<file path="config.mk">
export PLATFORM = sky130hd
export DESIGN_NAME = masked_byte_pattern_search
export DESIGN_NICKNAME = d
export VERILOG_FILES = /design/src/design/mbps_pkg.sv /design/src/design/mbps_cfg_regs.sv /design/src/design/mbps_match.sv /design/src/design/masked_byte_pattern_search.sv
export SDC_FILE = /design/constraint.sdc
export NUM_CORES = 2
export LEC_CHECK = 0
export BUFFER_PORTS_ARGS = -buffer_cell sky130_fd_sc_hd__buf_2
export CORE_MARGIN = 1.5
export CORE_UTILIZATION = 50
export CTS_CLUSTER_SIZE = 30
export DETAILED_ROUTE_END_ITERATION = 10
export PLACE_DENSITY = 0.68
export SLEW_MARGIN = 0
export SYNTH_ARGS = -nofsm -noshare
export SYNTH_HDL_FRONTEND = slang
export SYNTH_HIERARCHICAL = 1
export SYNTH_SLANG_ARGS = --single-unit
export TNS_END_PERCENT = 30
</file>
<file path="constraint.sdc">
create_clock -name i_clk -period 16.7 [get_ports i_clk]
set_input_delay 1.67 -clock i_clk [delete_from_list [all_inputs] [get_ports i_clk]]
set_output_delay 1.67 -clock i_clk [all_outputs]
set_load 0.02 [all_outputs]
</file>
<file path="src/design/mbps_pkg.sv">
`timescale 1ns / 1ps
// ----------------------------------------------------------------------------
// Masked byte pattern search package
// Shared widths, reset values, register indexes and the configuration bundle.
// ----------------------------------------------------------------------------
package mbps_pkg;

    // Default and upper bound for the pattern length the block is built for.
    localparam int PATTERN_BYTES_MAX = 32;

    // Fixed field widths.
    localparam int CFG_IDX_W   = 3;
    localparam int CFG_DATA_W  = 64;
    localparam int PATTERN_W   = 256;
    localparam int CARE_W      = 32;
    localparam int LEN_W       = 6;
    localparam int SPAN_W      = 16;
    localparam int ADDR_W      = 64;
    localparam int SEEN_W      = 17;
    localparam int PAT_IDX_W   = 5;

    // Register reset values.
    localparam logic [CARE_W-1:0] CARE_RESET = '1;
    localparam logic [LEN_W-1:0]  LEN_RESET  = 6'd1;
    localparam logic [SPAN_W-1:0] SPAN_RESET = 16'd1024;

    // Byte counter saturation value.
    localparam logic [SEEN_W-1:0] SEEN_MAX = '1;

    // Configuration register indexes.
    typedef enum logic [CFG_IDX_W-1:0] {
        CFG_PAT_0_7   = 3'd0,
        CFG_PAT_8_15  = 3'd1,
        CFG_PAT_16_23 = 3'd2,
        CFG_PAT_24_31 = 3'd3,
        CFG_CARE_MASK = 3'd4,
        CFG_LENGTH    = 3'd5,
        CFG_SPAN      = 3'd6,
        CFG_BASE      = 3'd7
    } t_cfg_index;

    // Configuration bundle handed from the register file to the datapath.
    typedef struct packed {
        logic [PATTERN_W-1:0] pattern;
        logic [CARE_W-1:0]    care;
        logic [LEN_W-1:0]     length;
        logic [SPAN_W-1:0]    span;
        logic [ADDR_W-1:0]    base;
    } t_cfg;

endpackage

</file>
<file path="src/design/mbps_cfg_regs.sv">
`timescale 1ns / 1ps
// ----------------------------------------------------------------------------
// Masked byte pattern search configuration registers
// Holds the pattern, care mask, length, span and base address registers.
// ----------------------------------------------------------------------------
module mbps_cfg_regs (
    input  logic                           i_clk,
    input  logic                           i_rst_n,
    input  logic                           i_cfg_we,
    input  logic [mbps_pkg::CFG_IDX_W-1:0] i_cfg_index,
    input  logic [mbps_pkg::CFG_DATA_W-1:0] i_cfg_data,
    output mbps_pkg::t_cfg                 o_cfg
);
    import mbps_pkg::*;

    t_cfg r_cfg;

    // Register writes take effect at the next edge.
    always_ff @(posedge i_clk) begin
        if (!i_rst_n) begin
            r_cfg.pattern <= '0;
            r_cfg.care    <= CARE_RESET;
            r_cfg.length  <= LEN_RESET;
            r_cfg.span    <= SPAN_RESET;
            r_cfg.base    <= '0;
        end else if (i_cfg_we) begin
            unique case (t_cfg_index'(i_cfg_index))
                CFG_PAT_0_7:   r_cfg.pattern[63:0]    <= i_cfg_data;
                CFG_PAT_8_15:  r_cfg.pattern[127:64]  <= i_cfg_data;
                CFG_PAT_16_23: r_cfg.pattern[191:128] <= i_cfg_data;
                CFG_PAT_24_31: r_cfg.pattern[255:192] <= i_cfg_data;
                CFG_CARE_MASK: r_cfg.care   <= i_cfg_data[CARE_W-1:0];
                CFG_LENGTH:    r_cfg.length <= i_cfg_data[LEN_W-1:0];
                CFG_SPAN:      r_cfg.span   <= i_cfg_data[SPAN_W-1:0];
                CFG_BASE:      r_cfg.base   <= i_cfg_data;
                default:       r_cfg.base   <= r_cfg.base;
            endcase
        end
    end

    assign o_cfg = r_cfg;

endmodule

</file>
<file path="src/design/mbps_match.sv">
`timescale 1ns / 1ps
// ----------------------------------------------------------------------------
// Masked byte pattern search window compare
// Compares the byte window against the pattern under the care mask.
// ----------------------------------------------------------------------------
module mbps_match #(
    parameter int MAX_PATTERN_BYTES = mbps_pkg::PATTERN_BYTES_MAX
) (
    input  logic [MAX_PATTERN_BYTES*8-1:0]   i_window,
    input  logic [mbps_pkg::PATTERN_W-1:0]   i_pattern,
    input  logic [mbps_pkg::CARE_W-1:0]      i_care,
    input  logic [mbps_pkg::LEN_W-1:0]       i_length,
    output logic                             o_hit
);
    import mbps_pkg::*;

    logic [MAX_PATTERN_BYTES-1:0] pos_ok;

    // Window position j holds the byte j items back; it lines up with
    // pattern byte length-1-j. Positions at or beyond the length never fail.
    always_comb begin
        logic [LEN_W-1:0]     k_full;
        logic [PAT_IDX_W-1:0] k;
        logic                 in_use;
        for (int j = 0; j < MAX_PATTERN_BYTES; j++) begin
            k_full    = i_length - LEN_W'(j) - LEN_W'(1);
            k         = k_full[PAT_IDX_W-1:0];
            in_use    = LEN_W'(j) < i_length;
            pos_ok[j] = !in_use || !i_care[k] ||
                        (i_window[j*8 +: 8] == i_pattern[{k, 3'b000} +: 8]);
        end
    end

    assign o_hit = &pos_ok;

endmodule

</file>
<file path="src/design/masked_byte_pattern_search.sv">
`timescale 1ns / 1ps
// ----------------------------------------------------------------------------
// Masked byte pattern search
// Streams memory bytes and reports the first masked pattern match address.
// ----------------------------------------------------------------------------
// The block takes one byte per clock with no gaps of its own: an accepted
// item is held in the input register while the masked window compare and
// the base plus offset add run on it, and any result that it closes is written
// into the output register when the pipeline advances. The combinational compare
// over the whole byte window sets the one-item-per-clock rate; the pipeline
// only stalls while a finished result waits to be taken.
// A scan begins with a byte marked scan_start and ends with exactly one
// result, either found with the match address or not found with address zero;
// bytes after that are dropped until the next scan_start.
module masked_byte_pattern_search #(
    parameter int MAX_PATTERN_BYTES = mbps_pkg::PATTERN_BYTES_MAX
) (
    input  logic                            i_clk,
    input  logic                            i_rst_n,
    // Configuration write port
    input  logic                            i_cfg_we,
    input  logic [mbps_pkg::CFG_IDX_W-1:0]  i_cfg_index,
    input  logic [mbps_pkg::CFG_DATA_W-1:0] i_cfg_data,
    // Byte stream
    input  logic                            i_in_valid,
    output logic                            o_in_ready,
    input  logic [7:0]                      i_data_byte,
    input  logic                            i_scan_start,
    input  logic                            i_stream_end,
    // Results
    output logic                            o_out_valid,
    input  logic                            i_out_ready,
    output logic                            o_found,
    output logic [mbps_pkg::ADDR_W-1:0]     o_match_address
);
    import mbps_pkg::*;

    localparam int WIN_W = MAX_PATTERN_BYTES * 8;

    t_cfg cfg;

    // Input register
    logic        r_in_valid;
    logic [7:0]  r_in_byte;
    logic        r_in_start;
    logic        r_in_end;

    // Scan state
    logic [WIN_W-1:0]  r_window;
    logic [WIN_W-1:0]  n_window;
    logic [SEEN_W-1:0] r_seen;
    logic [SEEN_W-1:0] n_seen;
    logic              r_done;
    logic              n_done;

    // Output register
    logic              r_out_valid;
    logic              r_found;
    logic [ADDR_W-1:0] r_addr;
    logic              n_out_valid;
    logic              n_found;
    logic [ADDR_W-1:0] n_addr;

    logic              advance;
    logic              process;
    logic              active;
    logic [SEEN_W-1:0] seen_cur;
    logic [LEN_W-1:0]  len_eff;
    logic [SEEN_W:0]   count_next;
    logic              have_off;
    logic [SEEN_W-1:0] offset;
    logic              in_span;
    logic              last_off;
    logic              hit;

    mbps_cfg_regs u_cfg_regs (
        .i_clk       (i_clk),
        .i_rst_n     (i_rst_n),
        .i_cfg_we    (i_cfg_we),
        .i_cfg_index (i_cfg_index),
        .i_cfg_data  (i_cfg_data),
        .o_cfg       (cfg)
    );

    // The pipeline moves whenever the output register is free or being taken.
    assign advance    = !r_out_valid || i_out_ready;
    assign o_in_ready = !r_in_valid || advance;
    assign process    = r_in_valid && advance;

    // Input register
    always_ff @(posedge i_clk) begin
        if (!i_rst_n) begin
            r_in_valid <= 1'b0;
        end else if (i_in_valid && o_in_ready) begin
            r_in_valid <= 1'b1;
        end else if (advance) begin
            r_in_valid <= 1'b0;
        end
    end

    always_ff @(posedge i_clk) begin
        if (i_in_valid && o_in_ready) begin
            r_in_byte  <= i_data_byte;
            r_in_start <= i_scan_start;
            r_in_end   <= i_stream_end;
        end
    end

    // Effective pattern length, clamped to one through the window depth.
    always_comb begin
        if (cfg.length == '0) begin
            len_eff = LEN_W'(1);
        end else if (cfg.length > LEN_W'(MAX_PATTERN_BYTES)) begin
            len_eff = LEN_W'(MAX_PATTERN_BYTES);
        end else begin
            len_eff = cfg.length;
        end
    end

    // Window shifted by the current byte; position zero is the newest byte.
    always_comb begin
        n_window[7:0] = r_in_byte;
        for (int j = 1; j < MAX_PATTERN_BYTES; j++) begin
            n_window[j*8 +: 8] = r_window[(j-1)*8 +: 8];
        end
    end

    mbps_match #(
        .MAX_PATTERN_BYTES (MAX_PATTERN_BYTES)
    ) u_match (
        .i_window  (n_window),
        .i_pattern (cfg.pattern),
        .i_care    (cfg.care),
        .i_length  (len_eff),
        .o_hit     (hit)
    );

    // Offset bookkeeping for the window this byte completes.
    always_comb begin
        seen_cur   = r_in_start ? '0 : r_seen;
        active     = r_in_start || !r_done;
        count_next = {1'b0, seen_cur} + (SEEN_W+1)'(1);
        have_off   = count_next >= (SEEN_W+1)'(len_eff);
        offset     = SEEN_W'(count_next - (SEEN_W+1)'(len_eff));
        in_span    = offset < SEEN_W'(cfg.span);
        last_off   = (cfg.span == '0) ||
                     (have_off && (count_next - (SEEN_W+1)'(len_eff) + (SEEN_W+1)'(1)
                                   >= (SEEN_W+1)'(cfg.span)));
    end

    // Next scan state and result.
    always_comb begin
        n_done      = r_done;
        n_seen      = r_seen;
        n_out_valid = 1'b0;
        n_found     = 1'b0;
        n_addr      = '0;
        if (process) begin
            if (r_in_start) begin
                n_done = 1'b0;
                n_seen = '0;
            end
            if (active) begin
                n_seen = (seen_cur == SEEN_MAX) ? seen_cur : seen_cur + SEEN_W'(1);
                if (have_off && in_span && hit) begin
                    n_done      = 1'b1;
                    n_out_valid = 1'b1;
                    n_found     = 1'b1;
                    n_addr      = cfg.base + ADDR_W'(offset);
                end else if (r_in_end || last_off) begin
                    n_done      = 1'b1;
                    n_out_valid = 1'b1;
                end
            end
        end
    end

    // Scan control state
    always_ff @(posedge i_clk) begin
        if (!i_rst_n) begin
            r_done <= 1'b1;
            r_seen <= '0;
        end else begin
            r_done <= n_done;
            r_seen <= n_seen;
        end
    end

    // Byte window only moves while a scan is running.
    always_ff @(posedge i_clk) begin
        if (process && active) begin
            r_window <= n_window;
        end
    end

    // Output register
    always_ff @(posedge i_clk) begin
        if (!i_rst_n) begin
            r_out_valid <= 1'b0;
        end else if (advance) begin
            r_out_valid <= n_out_valid;
        end
    end

    always_ff @(posedge i_clk) begin
        if (advance && n_out_valid) begin
            r_found <= n_found;
            r_addr  <= n_addr;
        end
    end

    assign o_out_valid     = r_out_valid;
    assign o_found         = r_found;
    assign o_match_address = r_addr;

endmodule

</file>
=== Yosys cells after proc, flatten, opt, wreduce, memory -nomap -nowiden ===
Index checks and enable logic that the tools add are counted.

* $add $sub $neg: 67
* Multipliers: 0
* Divide/modulo/power cells: 0
* Magnitude comparators: 68
* Equal/unequal tests: 40
* Shifts and indexed selects: 32
* Multiplexer cells: 80
* Bitwise logic cells: 0
* Reduce and logical (&&, ||, !) cells: 158

{| class="wikitable"
|+ Operators with widths
! operator !! number
|-
| 256-bit by 9-bit indexed part select with 8-bit output || 32
|-
| 8-bit == test || 32
|-
| 5-bit by 6-bit less-than comparator with 1-bit output (second input constant) || 32
|-
| 1-bit binary-select mux with 5-bit select || 32
|-
| 5-bit by 1-bit subtractor with 5-bit output (second input constant) || 32
|-
| 5-bit by 6-bit less-than comparator with 1-bit output (first input constant) || 16
|-
| 5-bit subtractor (second input constant) || 16
|-
| 1-bit logical OR || 69
|-
| 1-bit zero test || 67
|-
| 64-bit by 17-bit adder with 64-bit output || 1
|-
| 17-bit two-way mux || 3
|-
| 4-bit by 6-bit less-than comparator with 1-bit output (first input constant) || 8
|-
| 1-bit two-way mux || 43
|-
| 5-bit by 4-bit subtractor with 5-bit output (second input constant) || 8
|-
| 32-bit AND reduction || 1
|-
| 3-bit by 6-bit less-than comparator with 1-bit output (first input constant) || 4
|-
| 5-bit by 3-bit subtractor with 5-bit output (second input constant) || 4
|-
| 17-bit by 1-bit adder with 18-bit output (second input constant) || 1
|-
| 18-bit by 1-bit adder with 18-bit output (second input constant) || 1
|-
| 18-bit by 16-bit greater-or-equal comparator with 1-bit output || 1
|-
| 18-bit by 6-bit greater-or-equal comparator with 1-bit output || 1
|-
| 2-bit AND reduction || 9
|-
| 18-bit by 6-bit subtractor with 18-bit output || 1
|-
| 17-bit by 1-bit adder with 17-bit output (second input constant) || 1
|-
| other kinds (16) || 30
|}

* Flip-flop bits (word level): 717
* Latch bits: 0
* Memory bits (writable): 0
* Bits in read-only memories: 0
* Bits of input ports: 82
* Output and inout port bits: 67
* Logic and storage cells: 463
* Memories: 0

=== Depth between registers and ports, before layout ===
* Depth in word-level cells: 16
* Depth in mapped cells: 34
* Depth with buffers taken out: 24

=== Cells and area by module ===
The synthesis kept the hierarchy.

{| class="wikitable"
|+ Modules (own cells, without submodules)
! module !! times used !! cells an instance !! area an instance (sq um) !! seq. area each (sq um)
|-
| mbps_match || 1 || 2972 || 27311.2 || 0.0
|-
| masked_byte_pattern_search || 1 || 1085 || 14911.8 || 10099.7
|-
| mbps_cfg_regs || 1 || 1319 || 13695.6 || 7487.2
|}

=== Worst setup path before layout ===
OpenSTA, ideal clock, no wires.

* Path type: input to register
* Start point: in i_out_ready
* End point: reg r_addr[11] (netlist: o_match_address[11]) (data pin)
* Library setup time: 139 ps
* Data arrival time: 14945 ps
* Data required time: 16561 ps
* Path slack: 1616 ps
* Stages: 6
* Buffers on the path: 1
* Cell sequence: nor2b_1 > nand2b_1 > nor2_1 > nand2_1 > buf_2 > nor2_1

* Word-level cells in the longest chain between the ends: 3

{| class="wikitable"
|+ RTL lines
! element !! line !! source
|-
| start: declaration || masked_byte_pattern_search.sv:32 || <nowiki>input logic i_out_ready,</nowiki>
|-
| 1-bit logical OR || masked_byte_pattern_search.sv:86 || <nowiki>assign advance = !r_out_valid || i_out_ready;</nowiki>
|-
| 1-bit logical AND || masked_byte_pattern_search.sv:88 || <nowiki>assign process = r_in_valid && advance;</nowiki>
|-
| 3-bit AND reduction (no source line) || -- ||
|-
| end signal: assignment || masked_byte_pattern_search.sv:208 || <nowiki>r_addr <= n_addr;</nowiki>
|-
| end: declaration || masked_byte_pattern_search.sv:59 || <nowiki>logic [ADDR_W-1:0] r_addr;</nowiki>
|}

No other way between the ends.
A chain may end at the register's enable or synchronous reset.

=== Worst setup path in the final report ===
* Start point: reg u_cfg_regs.r_cfg, in the netlist u_cfg_regs/o_cfg[85]
* End point: reg r_addr[53] (netlist: o_match_address[53]) (enable)

* Word-level cells in the longest chain between the ends: 16
* Elaborated cells between the ends (all ways): 370
* Classes of those cells: add/sub: 64; order compare: 36; eq/ne: 32; shift: 32; mux: 70; reduce/logical: 136

{| class="wikitable"
|+ RTL lines
! element !! line !! source
|-
| start: declaration || mbps_cfg_regs.sv:16 || <nowiki>t_cfg r_cfg;</nowiki>
|-
| 6-bit > comparator || masked_byte_pattern_search.sv:113 || <nowiki>end else if (cfg.length > LEN_W'(MAX_PATTERN_BYTES)) begin</nowiki>
|-
| 6-bit two-way mux || masked_byte_pattern_search.sv:113 ||
|-
| 6-bit two-way mux (*) || masked_byte_pattern_search.sv:111 || <nowiki>if (cfg.length == '0) begin</nowiki>
|-
| net len_eff[1] || masked_byte_pattern_search.sv:68 || <nowiki>logic [LEN_W-1:0] len_eff;</nowiki>
|-
| branches (longest 7 deep; another with 5-bit by 1-bit subtractor with 5-bit output) || -- ||
|-
| 32-bit AND reduction (*) || mbps_match.sv:34 || <nowiki>assign o_hit = &pos_ok;</nowiki>
|-
| net hit || masked_byte_pattern_search.sv:74 || <nowiki>logic hit;</nowiki>
|-
| 1-bit logical AND (*) || masked_byte_pattern_search.sv:165 || <nowiki>if (have_off && in_span && hit) begin</nowiki>
|-
| 1-bit two-way mux (*) || masked_byte_pattern_search.sv:165 ||
|-
| 1-bit two-way mux (*) || masked_byte_pattern_search.sv:163 || <nowiki>if (active) begin</nowiki>
|-
| 1-bit two-way mux (*) || masked_byte_pattern_search.sv:158 || <nowiki>if (process) begin</nowiki>
|-
| 1-bit logical AND (*) || masked_byte_pattern_search.sv:206 || <nowiki>if (advance && n_out_valid) begin</nowiki>
|}

Mark *: on every way through the listed nets, which the timed path passes. The select of a mux whose other input is x is not followed.

==> impl_metrics.yaml <==
clock_network:
  cts.path.max_buffers: 3
  cts-hold-fix-buffers: 0
  post_cts_buffers: 0
  ctsResizeCount: 0
  clockRootBuffer: "clkbuf_16"
  clk_pin_slew_ps: 60
  cts_num_sinks: 717
  worstSkewPairLatency_ps: 700
  cts_tree: "yes"
  htreeDepth: 3
  cts_made_buffers: 83
route:
  via_per_inst: 7.07
  wirelength_um: 235000
  wl_per_cell_um: 34.3
  firstDrtPassIters: 8
  ant_nets: 0
  drc: 0
  vias: 48400
  drt-initial-drc-count: 7655
timing:
  hold_viol_final: 0
  fmax_ghz: 0.0996
  slew_viol_final: 19
  skew_ps: 39.6
  maxSlewHeadroom_pct: -2.19
  fin_crit_sh_pct: 60.1
  period_minus_slack_ps: 10040
  worst_pin_slew_ps: 1530
  setup_tns_ps: 0
  setup_viol: 0
  grt_setup_unrepaired: "no"
critical_path:
  cp_common_cell: "buf_4"
  critPathCaptureType: "flip-flop"
  worstPathMaxFanout: 77
  cp_data_arrival_time_ps: 10350
  crit_type: "reg2reg"
  cp_slowest_cell: "nor4b_2"
  startpoint_type: "flip-flop"
  max_stage_delay_ps: 1020
  path_cells: "inv_1 -> nand2_1 -> inv_8 -> inv_2 -> ha_4 -> buf_4 -> buf_4 -> mux2i_1 -> mux4_2 -> a22o_1 -> a221oi_1 -> xor2_1 -> nor4_1 -> nand4_1 -> a2bb2oi_1 -> nand4_1 -> nor4b_2 -> nand3b_1 -> o31a_1 -> nor3_1 -> a31o_4 -> buf_4"
  cp.required_ps: 17010
layout:
  stdcell_count: 6849
  nets: 5450
  final_cell_area_um2: 60300
  fillCellCount: 9731
  drive_gt1_share_pct: 16.9
  syn_to_final_growth_pct: 7.91
logic_synthesis:
  ys_seq_area_share_pct: 31.5
  syn_area_um2: 55900
  avgSynthCellArea_um2: 10.4
  synthCells: 5376
  ys_warn_count: 6
  netlist_top_cells_area: "edfxtp_1 17%, mux2i_1 17%, mux4_2 15%"
  synthAdderAreaFrac_pct: 1.66
  synth_edf_count: 323
  synth_top_area_cell: "edfxtp_1"
  synth-compound-area-share_pct: 8.84
  synth_cell_types: 97
  synth.most_common_cell: "mux2i_1"
  synthesis.nets: 5531
  synth-xor-area-share_pct: 7.19
  synth_top_family_by_area: "multiplexers"
  ys.flop_type: "dfxtp_1"
  synth_top_cell_area_share_pct: 17.3
  synth_mux_area_share_pct: 33.6
  yosys-top-cells-count: "936 x mux2i_1, 689 x nand2_1, 394 x dfxtp_1"
  synth-seq-cells: 717
  async_flop_share_pct: 0
  synthSimpleGateAreaFrac_pct: 13.2
outcome:
  run_status: "finished with violations"
  violations: "max-capacitance violations, max-slew violations"
power:
  power_leakage_nw: 23.0
  p_per_area_nw_per_um2: 78.4
  ir_drop_mv: 0.0725
  total_power_w: 0.00473
global_route:
  grt_pass1_vias: 44200
  overflow: 0
  antenna_found_initial: 12
  grt_start_max_net_pins: 189
  grt_pass1_wl_um: 329000
  grt_use_total_pct: 40.5
floorplan:
  start_util_pct: 50.5
  coreArea_um2: 111000
  io_pins: 149
  fp.dieArea_um2: 114000
  die_y_um: 337
  die_w_um: 337
  rows: 122
placed_design:
  gp_congestion: 1.14
  post_dp_cell_area_um2: 57600
  io_buffer_count: 148
  place_inst: 6698
  dpl.hpwl_um: 179000
min_path:
  hold_path.class: "reg2reg"
run:
  drv_cap: 1
## cells by family (layout without fill, tap and decap cells)
logic type                 count (synthesis)  after routing
other                                      0              1
AOI/OAI and AO/OA                        708            708
muxes                                   1407           1407
DFF                                      717            717
xor gates and xnor gates                 452            452
and+or+nand+nor                         1550           1550
adders and majority gates                 73             73
buffers and inverters                    469            453
## layout make-up
type,instances,area [µm²],share of cell area (%)
multi-input cells,4190,36400,60.4
flip-flops and latches,717,17600,29.1
clock buffers,117,2410,3.99
well taps,1488,1860,3.09
repair buffers,249,1550,2.56
clock inverters,33,305,0.506
inverters,54,213,0.353
diodes,1,2.50,0.00415
## worst paths after layout
| path | startpoint | cells past startpoint | to | slack (ps) |
|---|---|---|---|---|
| max | u_cfg_regs/o_cfg[85]$_SDFFE_PN0P_ | 22 | o_match_address[53]$_SDFFCE_PN0P_ | 6660 |
| min | r_window[115]$_DFFE_PP_ | 0 | r_window[123]$_DFFE_PP_ | 470 |
| max reg2reg | u_cfg_regs/o_cfg[85]$_SDFFE_PN0P_ | 22 | o_match_address[53]$_SDFFCE_PN0P_ | 6660 |
| min reg2reg | r_window[115]$_DFFE_PP_ | 0 | r_window[123]$_DFFE_PP_ | 470 |
## critical path: cells and delay by family (launching register included)
family | cells | cell delay [ps]
adder cells (fa/ha/maj) | 1 | 650
XOR/XNOR | 1 | 140
multiplexers | 2 | 880
flip-flops | 1 | 310
AND/OR/NAND/NOR | 7 | 2790
buffers and inverters | 6 | 3010
AO/OA/AOI/OAI | 5 | 1710
## per-stage QoR
stage               setup WS [ps]  utilization, %  hold WS (ps)
floorplan                    1620               -           424
global placement             7440            52.0           446
detailed placement           7260            52.0           452
CTS                          7250            54.4           464
global route                 6590            54.4           470
finish                       6660            54.4           466
## power breakdown
part           internal (W)  leakage (nW)  switching (W)
registers           0.00190          6.14      0.0000738
clock network       0.00104          1.34       0.000809
logic              0.000313          15.5       0.000595
total               0.00325          23.0        0.00148
## layout by cell type, fill, tap and decap left out, drive strengths merged, types with 29 or more instances in the layout
master | Yosys | layout
dfxtp | 394 | 394
a22oi | 190 | 190
a211oi | 29 | 29
edfxtp | 323 | 323
inv | 54 | 60
mux2 | 105 | 105
nand2 | 689 | 689
nand4 | 105 | 105
xor2 | 199 | 199
nor2 | 206 | 206
o211ai | 77 | 77
a21oi | 88 | 88
mux4 | 366 | 366
nand3 | 137 | 137
nor2b | 106 | 106
nand2b | 29 | 29
mux2i | 936 | 936
ha | 71 | 71
xnor2 | 253 | 253
clkbuf | 169 | 117
o22ai | 84 | 84
nor3 | 79 | 79
nor4 | 69 | 69
o21ai | 71 | 71
buf | 246 | 249
## metal layers
layer | track usage (%) | vias up | part of all wire, %
li1 | - | 20300 | -
met1 | 51.9 | 24000 | 37
met2 | 58.0 | 3466 | 41
met3 | 15.0 | 708 | 14
met4 | 24.3 | 10 | 7.4
met5 | 0 | - | 0.030
## state kept, by name, indices dropped and copies added (netlist names)
name              cells
o_match_address      64
r_in_end              1
o_out_valid           1
u_cfg_regs/o_cfg    374
r_in_start            1
r_seen               17
o_found               1
r_in_byte             8
r_window            248
r_in_valid            1
r_done                1
Power figures use the tool's default switching activity.
